$ cat src/rtl/core/cfa_pkg.sv
// Package: constants, widths and payload types for the custom float adder.
`default_nettype none
package cfa_pkg;
  localparam int EXP_BITS_DEF = 4;
  localparam int MAN_BITS_DEF = 28;
  localparam int WORD_BITS = 32;

  typedef struct packed {
    logic [WORD_BITS-1:0] operand_a;
    logic [WORD_BITS-1:0] operand_b;
  } in_item_t;

  typedef struct packed {
    logic [WORD_BITS-1:0] sum_word;
    logic                 saturated;
  } out_item_t;
endpackage
`default_nettype wire

$ cat src/rtl/core/cfa_if.sv
// Interfaces: valid/ready channels for operand pairs and sums.
`default_nettype none
interface cfa_in_if
  import cfa_pkg::*;
();
  logic     valid;
  logic     ready;
  in_item_t data;
  modport source (output valid, output data, input ready);
  modport sink (input valid, input data, output ready);
endinterface

interface cfa_out_if
  import cfa_pkg::*;
();
  logic      valid;
  logic      ready;
  out_item_t data;
  modport source (output valid, output data, input ready);
  modport sink (input valid, input data, output ready);
endinterface
`default_nettype wire

$ cat src/rtl/core/custom_float_adder.sv
// Top level: three-stage pipelined custom float adder.
//
//  channel   dir  payload
//  in_ch     in   operand_a, operand_b
//  out_ch    out  sum_word, saturated
//
// One operand pair per cycle while no stall holds the stages; the stages are
// unpack/align select, shift and add, carry fix and pack. Stages advance
// together when the output stage is empty or taken; a stall holds every
// stage in place. Synchronous reset clears the stage valid bits only.
`default_nettype none
module custom_float_adder
  import cfa_pkg::*;
#(
  parameter int EXP_BITS = EXP_BITS_DEF,
  parameter int MAN_BITS = MAN_BITS_DEF
) (
  input  wire logic clk,
  input  wire logic rst,
  cfa_in_if.sink    in_ch,
  cfa_out_if.source out_ch
);
  localparam int FULL = EXP_BITS + MAN_BITS;
  // wide enough for both the exponent difference and the mantissa width
  localparam int SH_BITS = (EXP_BITS > 7) ? EXP_BITS : 7;

  logic [2:0] vld;
  logic       adv;
  assign adv = !vld[2] || out_ch.ready;
  assign in_ch.ready = adv;

  // stage 1 unpack
  logic [FULL-1:0]     wa, wb;
  logic [EXP_BITS-1:0] ea, eb;
  logic [MAN_BITS-1:0] ma, mb;
  always_comb begin
    wa = '0;
    wb = '0;
    for (int i = 0; i < FULL; i++) begin
      if (i < WORD_BITS) begin
        wa[i] = in_ch.data.operand_a[i];
        wb[i] = in_ch.data.operand_b[i];
      end
    end
    ea = wa[FULL-1:MAN_BITS];
    eb = wb[FULL-1:MAN_BITS];
    ma = wa[MAN_BITS-1:0];
    mb = wb[MAN_BITS-1:0];
  end

  logic [EXP_BITS-1:0] s1_e;
  logic [MAN_BITS-1:0] s1_big, s1_small;
  logic [EXP_BITS-1:0] s1_diff;
  logic                s1_bad;

  // stage 2
  logic [MAN_BITS:0]   s2_m;
  logic [EXP_BITS-1:0] s2_e;
  logic                s2_bad;

  // stage 3
  out_item_t s3;

  logic [MAN_BITS-1:0] shifted;
  assign shifted = (SH_BITS'(s1_diff) >= SH_BITS'(MAN_BITS)) ? '0 : (s1_small >> s1_diff);

  logic [EXP_BITS:0]   e_fix;
  logic [MAN_BITS-1:0] m_fix;
  logic [FULL-1:0]     packed_w;
  always_comb begin
    e_fix = s2_m[MAN_BITS] ? ({1'b0, s2_e} + 1'b1) : {1'b0, s2_e};
    m_fix = s2_m[MAN_BITS] ? s2_m[MAN_BITS:1] : s2_m[MAN_BITS-1:0];
    packed_w = {e_fix[EXP_BITS-1:0], m_fix};
  end

  always_ff @(posedge clk) begin
    if (rst) begin
      vld <= '0;
    end else if (adv) begin
      vld <= {vld[1:0], in_ch.valid};
    end
    if (adv) begin
      s1_bad <= (ea != '0 && !ma[MAN_BITS-1]) || (eb != '0 && !mb[MAN_BITS-1]);
      if (ea >= eb) begin
        s1_e <= ea;
        s1_big <= ma;
        s1_small <= mb;
        s1_diff <= ea - eb;
      end else begin
        s1_e <= eb;
        s1_big <= mb;
        s1_small <= ma;
        s1_diff <= eb - ea;
      end
      s2_m <= {1'b0, s1_big} + {1'b0, shifted};
      s2_e <= s1_e;
      s2_bad <= s1_bad;
      if (s2_bad || e_fix[EXP_BITS]) begin
        s3.sum_word <= '1;
        s3.saturated <= 1'b1;
      end else begin
        s3.sum_word <= WORD_BITS'({{(WORD_BITS){1'b0}}, packed_w});
        s3.saturated <= 1'b0;
      end
    end
  end

  assign out_ch.valid = vld[2];
  assign out_ch.data = s3;
endmodule
`default_nettype wire
$ cat src/flat_wrapper.sv
// flat-port wrapper written by rule: the top's interface ports become plain ports
module custom_float_adder_flat import cfa_pkg::*;
#(
  parameter int EXP_BITS = EXP_BITS_DEF,
  parameter int MAN_BITS = MAN_BITS_DEF
)
  (clk, rst, in_ch_valid, in_ch_data, in_ch_ready, out_ch_valid, out_ch_data, out_ch_ready);
  cfa_in_if in_ch_i ();
  cfa_out_if out_ch_i ();
  input  wire logic clk;
  input  wire logic rst;
  input wire logic [$bits(in_ch_i.valid)-1:0] in_ch_valid;
  input wire logic [$bits(in_ch_i.data)-1:0] in_ch_data;
  output wire logic [$bits(in_ch_i.ready)-1:0] in_ch_ready;
  output wire logic [$bits(out_ch_i.valid)-1:0] out_ch_valid;
  output wire logic [$bits(out_ch_i.data)-1:0] out_ch_data;
  input wire logic [$bits(out_ch_i.ready)-1:0] out_ch_ready;
  assign in_ch_i.valid = in_ch_valid;
  assign in_ch_i.data = in_ch_data;
  assign in_ch_ready = in_ch_i.ready;
  assign out_ch_valid = out_ch_i.valid;
  assign out_ch_data = out_ch_i.data;
  assign out_ch_i.ready = out_ch_ready;
  custom_float_adder #(.EXP_BITS(EXP_BITS), .MAN_BITS(MAN_BITS)) u_core (.clk(clk), .rst(rst), .in_ch(in_ch_i), .out_ch(out_ch_i));
endmodule
$ cat config.mk
export PLATFORM = sky130hd
export DESIGN_NAME = custom_float_adder_flat
export DESIGN_NICKNAME = d
export VERILOG_FILES = /design/src/rtl/core/cfa_pkg.sv /design/src/rtl/core/cfa_if.sv /design/src/rtl/core/custom_float_adder.sv /design/src/flat_wrapper.sv
export SDC_FILE = /design/constraint.sdc
export NUM_CORES = 1
export LEC_CHECK = 0
export ABC_AREA = 1
export BUFFER_PORTS_ARGS = -buffer_cell sky130_fd_sc_hd__buf_4
export CORE_MARGIN = 2
export CORE_UTILIZATION = 30
export CTS_BUF_LIST = sky130_fd_sc_hd__clkbuf_4
export CTS_CLUSTER_SIZE = 10
export DETAILED_ROUTE_END_ITERATION = 6
export HOLD_SLACK_MARGIN = 0.15
export PLACE_DENSITY = 0.48
export SLEW_MARGIN = 20
export SYNTH_ARGS = -nofsm -noshare
export SYNTH_HDL_FRONTEND = slang
export SYNTH_SLANG_ARGS = --single-unit
$ cat constraint.sdc
create_clock -name clk -period 9.3 [get_ports clk]
set_input_delay 0 -clock clk [delete_from_list [all_inputs] [get_ports clk]]
set_output_delay 0 -clock clk [all_outputs]
set_load 0.02 [all_outputs]
# Yosys cells after proc, flatten, opt, wreduce, memory -nomap -nowiden
# Cells that the tools add are included.
[totals]
regBits = 135
latch_bits = 0
mem_bits_rw = 0
mem_bits_ro = 0
in_bits = 68
out_inout_bits = 35
mem_count = 0
[classes]
add_sub_neg = 4
multipliers = 0
div = 0
order_cmp = 1
eq_ne = 0
shift = 1
mux = 7
bitwise_logic = 0
n_reduce_logical = 11
[ops]
columns = ["cell", "count"]
rows = [
  ["two-way mux 28 bit", 2],
  ["adder 28 x 28 -> 29 bit", 1],
  [">> shifter 28 x 4 -> 28 bit", 1],
  ["two-way mux 27 bit", 1],
  ["two-way mux 4 bit", 2],
  ["nonzero test 4 bit", 2],
  ["subtractor 4 bit", 2],
  ["adder 4 x 1 -> 5 bit (second input constant)", 1],
  ["two-way mux 5 bit", 1],
  [">= comparator 4 bit", 1],
  ["zero test 1 bit", 3],
  ["logical OR 1 bit", 3],
  ["logical AND 1 bit", 2],
  ["OR reduction 2 bit", 1],
  ["two-way mux 1 bit", 1],
]

# Logic depth before layout (Yosys ltp)
# Gate-level depths: netlist of run 1.
[logic_depth]
ltp_word = 4
mapped_depth = 21
depth_no_buf = 20

# Least setup slack after synthesis of run 1
# No wires, ideal clock.
[synth_path]
path_type = "register to register"
startpoint = "reg u_core.vld[2]"
endpoint = "reg u_core.s3, in the netlist u_core.out_ch.data[0], enable pin"
arrival_time_ns = 3.193
slack_ns = 5.615
stages_incl_launch_ff = 4
synth_period_minus_slack_ns = 3.685
path_cell_list = "dfxtp_1 -> inv_1 -> nor2_1 -> inv_1"
[synth_via]
elab_chain_len = 2
[synth_lines]
columns = ["item", "line", "rtl"]
rows = [
  ["start, declared", "custom_float_adder.sv:27", "logic [2:0] vld;"],
  ["start signal, assigned", "custom_float_adder.sv:80", "vld <= {vld[1:0], in_ch.valid};"],
  ["zero test 1 bit", "custom_float_adder.sv:29", "assign adv = !vld[2] || out_ch.ready;"],
  ["logical OR 1 bit", "custom_float_adder.sv:29", ""],
  ["net in_ch_ready", "flat_wrapper.sv:14", "output wire logic [$bits(in_ch_i.ready)-1:0] in_ch_ready;"],
  ["end, declared", "custom_float_adder.sv:62", "out_item_t s3;"],
]
# The timed path passes the listed nets, and every way through them passes these cells.
# A chain may end at the register's enable or synchronous reset.

# Worst setup path in the final report of run 1
[layout_path]
startpoint = "reg u_core.s1_diff[1]"
endpoint = "reg u_core.s2_m[26], data pin"
[layout_via]
elab_chain_len = 2
[layout_lines]
columns = ["item", "line", "rtl"]
rows = [
  ["start, declared", "custom_float_adder.sv:53", "logic [EXP_BITS-1:0] s1_diff;"],
  ["start signal, assigned", "custom_float_adder.sv:88", "s1_diff <= ea - eb;"],
  ["start signal, assigned", "custom_float_adder.sv:93", "s1_diff <= eb - ea;"],
  [">> shifter 28 x 4 -> 28 bit", "custom_float_adder.sv:65", "assign shifted = (SH_BITS'(s1_diff) >= SH_BITS'(MAN_BITS)) ? '0 : (s1_small >> s1_diff);"],
  ["adder 28 x 28 -> 29 bit", "custom_float_adder.sv:95", "s2_m <= {1'b0, s1_big} + {1'b0, shifted};"],
  ["end signal, assigned", "custom_float_adder.sv:95", ""],
  ["end, declared", "custom_float_adder.sv:57", "logic [MAN_BITS:0] s2_m;"],
]
# No other way between the ends.

==> results_dict.tcl, run 1 <==
set metrics [dict create \
    fin_nets 1403 \
    synth.distinct_cells 37 \
    synth_ff_type "edfxtp_1" \
    hpwlAfterDp_um 16400 \
    grt_pass1_wl_um 35700 \
    synth.avg_cell_area_sq_um 7.85 \
    cts.clk_slew.worst_paths_ns 0.14 \
    cts_tree "done" \
    setup_viol 0 \
    core_sq_um 28700 \
    syn_to_final_growth_pct 27.3 \
    post_cts_resize_count 0 \
    worstPathRequired_ns 9.64 \
    drive_gt1_share_pct 11.2 \
    yosys_warnings 0 \
    wl_per_cell_um 12.8 \
    syn_area_sq_um 8750 \
    met1_length_um 11200 \
    clock_latency_ns 0.56 \
    cp-startpoint "u_core.s1_diff[1]" \
    die_h_um 175 \
    skew_ns 0.0194 \
    outcome "completed" \
    io_pins 103 \
    rsz0062_at_grt "no" \
    clock-sinks 135 \
    rows 62 \
    grt_use_total_pct 14.7 \
    endpoint_kind "register" \
    vias_per_cell 4.41 \
    antenna_found_initial 1 \
    cts.hold.buffers_added 101 \
    async_flop_share_pct 0 \
    cp_max_fo 30 \
    crit_path_end "u_core.s2_m[26]" \
    cts_buffer_depth 2 \
    cts_buffers 17 \
    leakage_nw 5.18 \
    place.port_buffers 102 \
    postRouteAntennaNets 0 \
    wl_met2_um 9470 \
    maxCapViolCount 0 \
    fmax_mhz 253 \
    finalHoldViolations 0 \
    final.min_clock_period_ns 3.95 \
    synth-seq-cells 135 \
    first_global_vias 7137 \
    dr.pass1.iters 5 \
    grt_max_degree 70 \
    rrSetupSlack_ns 5.35 \
    worst_pin_slew_ns 0.933 \
    r2r_cells 15 \
    r2r_end "u_core.s2_m[26]" \
    gp_congestion 0.882 \
    powerDensity_nw_per_um2 242 \
    vias 7471 \
    die_area_sq_um 30600 \
    netlist_instances 1115 \
    root_buffer "clkbuf_4" \
    final_max_slew_viol_count 0 \
    cts_setup_buffers 0 \
    start_util_pct 30.5 \
    cp_data_arrival_time_ns 4.29 \
    period_share_pct 42.5 \
    timing.rr.start "u_core.s1_diff[1]" \
    drtIter0Drc 605 \
    synth-edff-count 132 \
    die_w_um 175 \
    top_layer "met4" \
    critical_path_class "reg2reg" \
    startpoint_type "register" \
    drc 0 \
    ir_drop_uv 81.1 \
    fin_tns_setup_ns 0 \
    post-route-util_pct 38.8 \
    cts.htree.levels 4 \
    route.met3.wl_um 677 \
    routed_wl_um 21700 \
    hold_class "in2reg" \
    maxSlewHeadroom_pct 37.8 \
    overflow 0 \
    synth_nets 1222 \
    ys_seq_area_share_pct 46.0 \
]
==> metal layers <==
metal	up-vias	track usage, %
li1	4002	-
met1	3317	21.1
met2	133	22.8
met3	19	2.28
met4	0	4.10
met5	-	0
==> final cells by class <==
cell class / instances / area, sq um
clock inverter: 15 / 226
inverter: 134 / 510
clock buffer: 17 / 128
multi-input combinational: 803 / 3980
sequential: 135 / 4020
fill: 3006 / 17600
timing repair buffer: 205 / 1790
tap: 384 / 480
antenna: 1 / 2.50
==> through the flow <==
stage	hold slack (ns)	instance area (sq um)	power, mW	instances	worst slack [ns]
2_1_floorplan	0.0691	8750	1.83	1115	5.61
3_3_place_gp	0.178	9780	2.19	1560	5.40
3_5_place_dp	0.184	9780	2.19	1560	5.36
4_1_cts	0.197	11100	2.73	1693	5.40
5_1_grt	0.257	11100	2.95	1694	4.99
6_report	0.255	11100	2.70	1694	5.35
==> worst max-delay path, stage by stage (launching register included) <==
cell	delay, ns
edfxtp_1	0.84
inv_1	0.57
o21ai_0	0.47
mux2i_1	0.16
nand2_1	0.10
nand2_1	0.09
ha_1	0.24
fa_1	0.45
nand2_1	0.10
nand3_1	0.18
nand2_1	0.11
nand2_1	0.14
nand2_1	0.13
nand2_1	0.06
nand2_1	0.06
nand2_1	0.04
==> power breakdown <==
group	leakage, nW	total [mW]	internal (mW)	switching, mW
logic	3.63	1.23	0.465	0.766
clock network	0.180	0.484	0.242	0.242
registers	1.38	0.984	0.879	0.105
==> worst min-delay path by stage <==
stage	startpoint	end	slack, ns	cells past startpoint
floorplan	rst	u_core.vld[0]	0.07	1
global placement	rst	u_core.vld[2]	0.18	2
detailed placement	rst	u_core.vld[2]	0.18	2
CTS	in_ch_valid	u_core.vld[0]	0.20	4
global route	in_ch_valid	u_core.vld[0]	0.26	4
finish	in_ch_valid	u_core.vld[0]	0.25	4
==> layout by cell type (no fill, tap or decap), types with 2 or more instances in the layout <==
cell type and instances:
o21ai_1 25, o31ai_1 2, xor2_1 16, nor3_1 7, inv_1 131, dfxtp_1 3
mux2i_1 13, clkinvlp_4 2, nand4_1 8, buf_4 104, inv_6 2, edfxtp_1 132
o211ai_1 2, xnor2_1 5, clkinv_4 4, inv_4 3, clkbuf_4 17, dlygate4sd3_1 101
a21oi_1 29, o21a_1 5, nand2_1 432, nor2_1 43, and2_1 8, nor4_1 3
nand3_1 81, nand3b_1 2, ha_1 36, bufinv_16 5, or2_2 6, o21ai_0 70
fa_1 3
==> Yosys cell counts, types with 13 or more instances <==
library cell | count | area [sq um]
nand2_1 | 432 | 1620
edfxtp_1 | 132 | 3960
inv_1 | 132 | 495
nand3_1 | 81 | 405
o21ai_0 | 70 | 350
nor2_1 | 43 | 161
ha_1 | 36 | 450
a21oi_1 | 29 | 145
o21ai_1 | 25 | 125
clkbuf_1 | 20 | 75.1
xor2_1 | 16 | 140
mux2i_1 | 13 | 130
==> sequential cells by signal, summed over array words and instances (netlist names) <==
register            cells
u_core.s2_m            29
u_core.vld              3
u_core.s2_bad           1
u_core.out_ch.data     33
u_core.s1_bad           1
u_core.s2_e             4
u_core.s1_small        28
u_core.s1_diff          4
u_core.s1_e             4
u_core.s1_big          28
==> kinds of logic after synthesis <==
logic type | after synthesis | share of synthesized area [%]
xor gates and xnor gates | 21 | 2.10
and+or+nand+nor | 591 | 27.5
adders and majority gates | 39 | 5.83
DFF | 135 | 46.0
AOI/OAI and AO/OA | 139 | 8.59
buffers and inverters | 177 | 8.55
muxes | 13 | 1.49
Power figures use the tool's default switching activity.
==> run 2: changes to the inputs <==
Settings changed: ABC_AREA 1 to 0, PLACE_DENSITY 0.48 to 0.49.
Clock period 9.3 ns to 3.4 ns, I/O delays scaled along.
==> run 2 against run 1 <==
- the run now ends with setup timing left
- critical path type unchanged
- power rose to 3.0 times the previous value
- area after synthesis decreased by 6.9%
- global-route usage decreased by 0.35 points
- combinational power increased to 3.6 times the previous value
- worst setup slack worse by 5.7 ns
- clock power up 130%
- routed wire length decreased by 8.1%
- clock skew up 0.0041 ns
- die area shrank 6.8%
- largest cell class is now multi-input gates
- final area rose by 7.0%
==> results_dict.tcl, run 2 <==
set metrics [dict create \
    outcome "complete, but fails checks" \
    failed_checks "setup timing" \
    dr.pass1.iters 4 \
    fin_area_sq_um 11900 \
    finalHoldViolations 0 \
    leakage_nw 4.84 \
    async_flop_share_pct 0 \
    skew_ns 0.0235 \
    cts_buffers 17 \
    rows 60 \
    final_common_cell "buf_4" \
    path_buf_inv 4 \
    yosys-top-cells-area "edfxtp_1, mux2_2, mux2i_1, ha_1, nand2_1" \
    crit_path_end "u_core.s2_m[25]" \
    stdcell_count 1350 \
    drtIter0Drc 298 \
    yosysMostFrequentCell "edfxtp_1" \
    yosysTopAreaCell "edfxtp_1" \
    critPathTopFamily "compound AO/OA/AOI/OAI gates" \
    seqCellArea_sq_um 4020 \
    cp_data_arrival_time_ns 4.10 \
    ys_seq_area_share_pct 49.4 \
    critical_path_class "reg2reg" \
    cts.htree.levels 4 \
    die_w_um 169 \
    drc 0 \
    gp_congestion 0.827 \
    num-fill-cells 2550 \
    path_depth 15 \
    synth_top_area_share_pct 48.6 \
    cpMostUsedCell "buf_6" \
    syn_area_sq_um 8150 \
    die_area_sq_um 28500 \
    layout_setup_ws_ns -0.320 \
    multiInputGateArea_sq_um 4300 \
    placed_cell_area_sq_um 9990 \
    grt_use_total_pct 14.3 \
    drive_gt1_share_pct 38.8 \
    wl_per_cell_um 14.8 \
    vias 6174 \
    cts.clk_slew.worst_paths_ns 0.12 \
    grt_max_degree 61 \
    period_share_pct 109 \
    syn_to_final_growth_pct 46.3 \
    synth-seq-cells 135 \
    powerDensity_nw_per_um2 677 \
    max_stage_delay_ns 0.50 \
    hold_ws_ns 0.225 \
    grt_pass1_wl_um 32400 \
    die_h_um 169 \
    overflow 0 \
    cp_max_fo 5 \
    vias_per_cell 4.57 \
    cts_buffer_depth 2 \
    timing.rr.start "u_core.s1_diff[0]" \
    synth_ff_type "edfxtp_1" \
    first_global_vias 6304 \
    r2r_end "u_core.s2_m[25]" \
    crit_chain "buf_6 -> buf_6 -> buf_16 -> mux2i_2 -> buf_4 -> mux4_2 -> mux2i_1 -> ha_2 -> o21ai_2 -> o21bai_2 -> a221o_1 -> a41oi_4 -> nor3_2 -> or4_4 -> o311ai_4" \
    cpMaxStageDelayCell "or4_4" \
    maxCapViolCount 0 \
    clock-sinks 135 \
    r2r_cells 15 \
    largest_reg_flops 33 \
    netlist_instances 695 \
    holdPathStages 3 \
    startpoint_type "register" \
    setup_viol 16 \
    ir_drop_uv 224 \
    synth.distinct_cells 58 \
    hpwlAfterDp_um 14100 \
    fin_tns_setup_ns -2.57 \
    worstPathRequired_ns 3.78 \
    routed_wl_um 19900 \
    root_buffer "clkbuf_4" \
    worst_pin_slew_ns 0.615 \
    yosys-top-cells-count "edfxtp_1, nand2_1, mux2_2, mux2i_1, a21oi_1" \
    fmax_mhz 269 \
    hold_class "in2reg" \
    place.port_buffers 102 \
    start_util_pct 30.4 \
    clock_latency_ns 0.55 \
    yosys_warnings 0 \
    synth-edff-count 132 \
    synth.avg_cell_area_sq_um 11.7 \
    io_pins 103 \
    cp-startpoint "u_core.s1_diff[0]" \
    rrSetupSlack_ns -0.32 \
    cts_tree "done" \
    dpl.cell_count 1194 \
    synth_nets 802 \
    postRouteAntennaNets 0 \
    core_sq_um 26800 \
    final_max_slew_viol_count 0 \
    endpoint_kind "register" \
    layout_common_cells "buf_4, edfxtp_1, dlygate4sd3_1" \
    rsz0062_at_grt "yes" \
    fin_nets 1102 \
    antenna_found_initial 1 \
    final.min_clock_period_ns 3.72 \
    maxSlewHeadroom_pct 59.0 \
]
[run 2: cell types whose count changed after synthesis, moves of 7 or more]
cell	previous run	this run
xnor2_1	5	16
a21oi_1	29	53
and2_1	8	1
a21o_1	1	18
mux2i_1	13	63
inv_1	132	18
o21ai_1	25	3
o21ai_0	70	21
nand3_1	81	6
mux4_2	0	8
nand2_1	432	74
mux2_2	0	63
[run 2: area by class of cell]
| cell class | instances | area share (%) |
|---|---|---|
| Sequential cell | 135 | 33.7 |
| Antenna cell | 2 | 0.0420 |
| Multi-Input combinational cell | 500 | 36.0 |
| Clock inverter | 11 | 1.11 |
| Tap cell | 341 | 3.58 |
| Timing Repair Buffer | 323 | 23.7 |
| Clock buffer | 20 | 1.26 |
| Inverter | 18 | 0.567 |
[run 2: cells by family (layout without fill, tap and decap cells)]
kind of cell / Yosys count / after routing / share of synthesized area (%)
adders and majority gates: 39 / 39 / 6.27
muxes: 134 / 134 / 18.7
xor gates and xnor gates: 28 / 28 / 3.01
DFF: 135 / 135 / 49.4
buffers and inverters: 60 / 372 / 3.03
and+or+nand+nor: 162 / 162 / 8.75
AOI/OAI and AO/OA: 137 / 137 / 10.9
other: 0 / 2 / 0
[run 2: repair_timing]
| action | in CTS | in global routing |
|---|---|---|
| endpoints found under the setup margin | 16 | 18 |
| pin swaps | 17 | 27 |
| cloned | 3 | 0 |
| setup buffers | 14 | 6 |
| gates resized for setup | 66 | 31 |
| hold buffers | 103 | 0 |
| hold endpoints to repair | 68 | 0 |
[run 2: metrics by stage]
| stage | setup WS (ns) | power (mW) | util, % |
|---|---|---|---|
| after floorplan | 0.00852 | 4.82 | - |
| after detailed placement | -0.340 | 6.25 | 37.3 |
| after global routing | -0.458 | 8.68 | 44.5 |
| final | -0.320 | 8.07 | 44.5 |
| after CTS | -0.259 | 7.88 | 43.7 |
| after global placement | -0.266 | 6.25 | 37.3 |
[run 2: worst min-delay path: cells and delay by family]
kind            cells  cell delay [ns]
simple gates        1             0.49
compound gates      1             0.16
buf+inv             1             0.08
[run 2: report_power, final]
group	internal (mW)	switching (mW)
registers	2.37	0.210
clock network	0.520	0.577
logic	2.31	2.09
[run 2: metal layers]
layer  up-vias  wire, um  global-route usage [%]
li1       3210         -                       -
met1      2833      9700                    19.5
met2       105      9290                    23.2
met3        26       527                    2.03
met4         0       429                    5.47
met5         -         0                       0
[run 2: how the worst min path moves through the flow]
| stage | startpoint | endpoint | slack [ns] |
|---|---|---|---|
| floorplan | rst | u_core.vld[2] | 0.07 |
| global placement | rst | u_core.vld[2] | 0.18 |
| detailed placement | rst | u_core.vld[2] | 0.18 |
| CTS | out_ch_ready | u_core.vld[2] | 0.16 |
| global route | in_ch_valid | u_core.vld[0] | 0.26 |
| finish | out_ch_ready | u_core.vld[2] | 0.22 |
